<file path="src/rtl/tle_ram.sv">
// Simple dual-port synchronous RAM with registered read data.
module tle_ram #(
   parameter int DEPTH = 256,
   parameter int AW = 8
) (
   input  logic          clock,
   input  logic          wr_en,
   input  logic [AW-1:0] wr_addr,
   input  logic [7:0]    wr_data,
   input  logic [AW-1:0] rd_addr,
   output logic [7:0]    rd_data
);
   logic [7:0] mem [DEPTH];

   always_ff @(posedge clock) begin
      if (wr_en) begin
         mem[wr_addr] <= wr_data;
      end
      rd_data <= mem[rd_addr];
   end
endmodule

</file>
<file path="config.mk">
export PLATFORM = sky130hd
export DESIGN_NAME = tle_ram
export DESIGN_NICKNAME = d
export VERILOG_FILES = /design/src/rtl/tle_ram.sv
export SDC_FILE = /design/constraint.sdc
export NUM_CORES = 2
export LEC_CHECK = 0
export BUFFER_PORTS_ARGS = -buffer_cell sky130_fd_sc_hd__buf_2
export CORE_MARGIN = 3
export CORE_UTILIZATION = 44
export CTS_BUF_LIST = sky130_fd_sc_hd__clkbuf_4 sky130_fd_sc_hd__clkbuf_8
export CTS_CLUSTER_DIAMETER = 40
export DETAILED_ROUTE_END_ITERATION = 7
export GPL_ROUTABILITY_DRIVEN = 1
export SLEW_MARGIN = 5
export SYNTH_ARGS = -nofsm -noshare
export SYNTH_HDL_FRONTEND = slang
export SYNTH_SLANG_ARGS = --single-unit
</file>
<file path="constraint.sdc">
create_clock -name clock -period 3.34 [get_ports clock]
set_clock_uncertainty 0.15 [all_clocks]
set_input_delay 0.668 -clock clock [delete_from_list [all_inputs] [get_ports clock]]
set_output_delay 0.668 -clock clock [all_outputs]
set_load 0.02 [all_outputs]
</file>
After elaboration in Yosys (flattened, before gate mapping). Memory sizes are Yosys's and may differ from the RTL's. A register that Yosys moved wholly into a read port is not among the register bits. Cells that the tools add are included.

Register bits after elaboration: 0. Bits in writable memories: 2048. Input bits: 26. Memories: 1.

Muxes and demuxes: 2.

Memory list: mem (depth 256, width 8, read ports 1, clocked after Yosys merged registers in 1, write ports 1, line 13) `logic [7:0] mem [DEPTH];`.

Operators with widths (number): two-way mux 1 bit (2).

Logic depth before layout (Yosys ltp).
Depth in word-level cells: 2. Gate-level depth with buffers: 11.

Worst setup path after synthesis. No wires, ideal clock.

Path kind: input to register. Start: in rd_addr[0]. End: reg rd_data[2], read port of mem. Arrival: 2475 ps. Setup slack: 584 ps. Stages on the path: 9. Buffers on the path: 4. Cell sequence: buf_6 buf_12 buf_8 buf_2 mux4_2 a22oi_1 a21oi_1 nor4_1 nor4_2.

RTL lines: from (decl) (line 10) `input logic [AW-1:0] rd_addr,`; to (decl) (line 11) `output logic [7:0] rd_data`.

==> results_tabular.tex <==
\begin{tabular}{lr}
\hline
Metric & Value \\
\hline
\multicolumn{2}{l}{\textbf{Power}} \\
Portion of total power attributed to combinational logic & under 10\% \\
Switching part of the total & 21.83\% \\
Maximum vdd drop & between 300 and 400 uV \\
Sw power & 11.56 mW \\
Cell-internal power & between 40 and 50 mW \\
Static leakage power & around 30 nW \\
PwrDens & between 500 and 600 nW/um\^{}2 \\
Clock power share & between 40 and 50\% \\
Relative contribution of sequential cells to total power & 53.8\% \\
\multicolumn{2}{l}{\textbf{Final layout}} \\
Share of the core filled with cells & between 50\% and 60\% \\
Register Area & roughly 62,000 sq um \\
Multi-input logic area & around 16,000 sq um \\
Number of nets at the end of the flow & 4,519 \\
Final non-filler cell area & between 90,000 and 100,000 sq um \\
Count of fill cells added during filler insertion & between 10,000 and 15,000 \\
Layout overhead on the synthesized area & 17.40\% \\
Proportion of layout cells with a drive suffix above 1 & 34.17\% \\
\multicolumn{2}{l}{\textbf{Drt}} \\
Number of vias per cell after detailed routing & about 5.8 \\
Initial detailed-routing violation count & between 4,000 and 5,000 \\
Final antenna-violating net count & 0 \\
Length of the first detailed-routing pass in iterations & 5 \\
DRC violations left & 0 \\
Total via count after detailed routing & roughly 40,000 \\
Total detailed-routing wirelength & roughly 210,000 um \\
Wirelength per Cell & between 20 and 30 um \\
\multicolumn{2}{l}{\textbf{CTS}} \\
Number of buffers inserted during clock tree synthesis & 350 \\
CTS H-tree lvls & 5 \\
Root Driver & sky130\_fd\_sc\_hd\_\_clkbuf\_8 \\
Post-CTS setup buffers & 0 \\
Max Root-Sink Buffers & 4 \\
Clock net sink count & $\sim$2,100 \\
Clock Latency Late Sink & roughly 1.1 ns \\
CTS tree & done \\
Register clock-pin slew on the reported worst setup and hold paths & 0.07 ns \\
\multicolumn{2}{l}{\textbf{Critical path}} \\
Cells along the critical path & buf\_8 -> buf\_12 -> buf\_12 -> buf\_4 -> mux4\_2 -> a22oi\_1 -> a21oi\_1 -> buf\_4 -> nor3\_1 -> buf\_4 -> nor4\_1 \\
Req. time, crit path & 4.09 ns \\
Start-to-end type of the worst setup path & input port to flop \\
Critical path fanouts, max & 14 \\
Cell class contributing the biggest share of worst-path delay & buffers and inverters \\
Endpoint type of the worst setup path & flop \\
Most common cell type on the critical path & sky130\_fd\_sc\_hd\_\_buf\_4 \\
Delay of the slowest cell on the worst path & 0.68 ns \\
Type of origin of the critical path & input port \\
Data arrival, critical path & about 3.6 ns \\
Max stage delay cell, worst path & sky130\_fd\_sc\_hd\_\_nor3\_1 \\
CP bufs+invs & 6 \\
\multicolumn{2}{l}{\textbf{Synth}} \\
Number of enable flip-flop cells after synthesis & slightly above 2,000 \\
Sequential area share after synthesis & 77.50\% \\
Synth async-reset ratio & 0\% \\
Mean instance size in the synthesized netlist & 21.31 sq um \\
Cell area after synthesis & 79,560 sq um \\
Synth warnings & 0 \\
Top cell type's share of synthesized area & around 77\% \\
Distinct cell type count after synthesis & 55 \\
Number of synthesized register bits & 2,056 \\
Top cells by area, synth & sky130\_fd\_sc\_hd\_\_edfxtp\_1 (77\%), sky130\_fd\_sc\_hd\_\_mux4\_2 (13\%), sky130\_fd\_sc\_hd\_\_mux2i\_1 (1.7\%) \\
Number of nets in the synthesized netlist & roughly 3,800 \\
Cell accounting for the most synthesized area & sky130\_fd\_sc\_hd\_\_edfxtp\_1 \\
Gate count after technology mapping & 3,733 \\
Commonest register cell after synthesis & sky130\_fd\_sc\_hd\_\_edfxtp\_1 \\
\multicolumn{2}{l}{\textbf{STA}} \\
Number of pins exceeding their max-slew limit in the final report & 0 \\
Final Hold Violating Endpoints & 0 \\
Upper clock frequency limit & between 300 and 400 MHz \\
Actual slew at the worst max-slew pin & around 0.84 ns \\
Worst rel slew slack & a little over two fifths \\
Final critical delay including setup and external delays & about 2.9 ns \\
Fin crit share & $\sim$87\% \\
Final setup vio count & 0 \\
Setup repair after global routing missed its margin & false \\
\multicolumn{2}{l}{\textbf{Min path}} \\
Path type of the worst min-delay path & input port to flop \\
\multicolumn{2}{l}{\textbf{Global routing}} \\
Initial antenna violation count & 17 \\
Global-route wire length before repair & 298,700 um \\
Remaining Overflow, GRT & 0 \\
Largest net degree at the start of global routing & 106 \\
Number of global-route vias before repair & between 40,000 and 50,000 \\
Global router's overall resource usage & roughly 22\% \\
\multicolumn{2}{l}{\textbf{Floorplan}} \\
Width of the die & 431.2 um \\
Number of top-level pins & 34 \\
Initial Util & 44.44\% \\
Area of the placeable core & 179,000 sq um \\
Die area & 185,900 sq um \\
Die boundary height & $\sim$430 um \\
Standard-cell rows & around 160 \\
\multicolumn{2}{l}{\textbf{Place}} \\
Routability congestion estimate from global placement & $\sim$0.84 \\
I/O Buffers & 33 \\
Half-perimeter wire length of the detailed placement result & 130,800 um \\
Dpl cell area & 86,750 sq um \\
\multicolumn{2}{l}{\textbf{Run status}} \\
Result of the run & completed \\
\multicolumn{2}{l}{\textbf{Run}} \\
Number of max-cap violations & 0 \\
\hline
\end{tabular}
## path summary, 6_finish.rpt
check | slack [ns] | from | cells after the start | to
worst min-delay path | 0.19 | wr_addr[1] | 4 | mem[171][3]$_DFFE_PP_
worst max register to register | 0.60 | mem[140][4]$_DFFE_PP_ | 7 | rd_data[4]$_DFF_P_
worst min register to register | 0.95 | mem[134][5]$_DFFE_PP_ | 5 | rd_data[5]$_DFF_P_
worst max-delay path | 0.44 | rd_addr[0] | 11 | rd_data[4]$_DFF_P_
## kinds of logic (layout without fill, tap and decap cells)
logic type,count (synthesis),in the layout,share of synthesized area [%]
compound gates,385,385,3.419
simple gates,466,466,2.628
mux,591,591,14.62
buf+inv,235,1234,1.831
other cells,0,11,0
flops,2056,2056,77.50
## cell type report
cell class	count	share of cell area, %
well taps	2355	3.155
diodes	11	0.02947
multi-input cells	1442	17.65
inverters	2	0.008038
repair buffers	641	6.135
clock buffers	456	6.050
clock inverters	135	0.9538
flip-flops and latches	2056	66.02
## what timing repair did
action	in CTS	in global routing
setup endpoints to repair	0	0
gates resized for setup	0	0
endpoints found under the hold margin	388	0
hold buffers	8	0
## sequential cells by signal, indices dropped and copies added (netlist names)
signal   count
rd_data      8
mem       2048
## power groups by stage
stage | Clock, mW | Sequential, mW | Combinational [mW]
finish | 21.6 | 28.5 | 2.92
global route | 23.2 | 28.5 | 3.08
floorplan | 0 | 29.0 | 1.38
CTS | 22.0 | 28.5 | 2.95
detailed placement | 0 | 29.0 | 2.93
global placement | 0 | 29.0 | 2.91
## routing by layer
layer	share of wire [%]	up-vias	wire, um	track usage (%)
met5	0.012	-	24	0
met4	3.1	4	6364	7.242
met3	7.5	375	15420	4.657
met2	49	1708	100300	35.70
met1	41	21780	84340	30.77
li1	-	17270	-	-
## Yosys cell counts (3+ instances only)
cell	number
sky130_fd_sc_hd__o22ai_1	28
sky130_fd_sc_hd__a22oi_1	133
sky130_fd_sc_hd__and2_1	6
sky130_fd_sc_hd__edfxtp_1	2048
sky130_fd_sc_hd__a221oi_1	13
sky130_fd_sc_hd__buf_12	8
sky130_fd_sc_hd__nor4_1	24
sky130_fd_sc_hd__buf_4	27
sky130_fd_sc_hd__o22a_1	5
sky130_fd_sc_hd__o221ai_1	46
sky130_fd_sc_hd__buf_2	31
sky130_fd_sc_hd__buf_8	13
sky130_fd_sc_hd__nor2b_1	31
sky130_fd_sc_hd__nand2_1	33
sky130_fd_sc_hd__nor3_1	22
sky130_fd_sc_hd__buf_6	21
sky130_fd_sc_hd__nand2b_1	8
sky130_fd_sc_hd__o32ai_1	4
sky130_fd_sc_hd__mux4_2	454
sky130_fd_sc_hd__nor2_1	282
sky130_fd_sc_hd__clkbuf_1	111
sky130_fd_sc_hd__buf_1	22
sky130_fd_sc_hd__mux2i_1	134
sky130_fd_sc_hd__o21ai_0	10
sky130_fd_sc_hd__o211ai_1	10
sky130_fd_sc_hd__a22o_1	8
sky130_fd_sc_hd__a211oi_1	16
sky130_fd_sc_hd__nand4_1	10
sky130_fd_sc_hd__nor4_2	3
sky130_fd_sc_hd__or2_2	4
sky130_fd_sc_hd__dfxtp_1	8
sky130_fd_sc_hd__nand3_1	34
sky130_fd_sc_hd__a21oi_1	96
## cells in the final DEF (no fill, tap or decap), types with 28 or more instances in the layout
cell type,count
sky130_fd_sc_hd__buf_12,70
sky130_fd_sc_hd__nor2_1,279
sky130_fd_sc_hd__clkbuf_4,100
sky130_fd_sc_hd__edfxtp_1,2048
sky130_fd_sc_hd__nand2_1,33
sky130_fd_sc_hd__clkbuf_8,356
sky130_fd_sc_hd__o22ai_1,28
sky130_fd_sc_hd__o221ai_1,46
sky130_fd_sc_hd__clkinv_1,82
sky130_fd_sc_hd__mux4_2,454
sky130_fd_sc_hd__clkinv_2,31
sky130_fd_sc_hd__a21oi_1,96
sky130_fd_sc_hd__nor2b_1,28
sky130_fd_sc_hd__a22oi_1,133
sky130_fd_sc_hd__buf_4,532
sky130_fd_sc_hd__mux2i_1,134
sky130_fd_sc_hd__nand3_1,34
## worst register-to-register path, delay by kind of cell (launching register included)
family	cells	cell delay (ns)
flops	1	0.37
compound gates	1	0.06
buf+inv	1	0.24
mux	2	0.99
simple gates	3	0.80
## stage by stage
| stage | setup slack [ns] | hold slack [ns] | setup TNS, ns | instances | total power [mW] |
|---|---|---|---|---|---|
| 6_report | 0.4413 | 0.1918 | 0 | 7098 | 52.97 |
| 5_1_grt | 0.4743 | 0.1388 | 0 | 7093 | 54.78 |
| 4_1_cts | 0.4723 | 0.08900 | 0 | 7087 | 53.46 |
| 3_5_place_dp | -0.6279 | 0.8418 | -2.729 | 6488 | 31.97 |
| 3_3_place_gp | -0.6500 | 0.8413 | -2.688 | 6488 | 31.94 |
| 2_1_floorplan | 0.5841 | 0.6169 | 0 | 3733 | 30.41 |
Power figures use the tool's default switching activity.
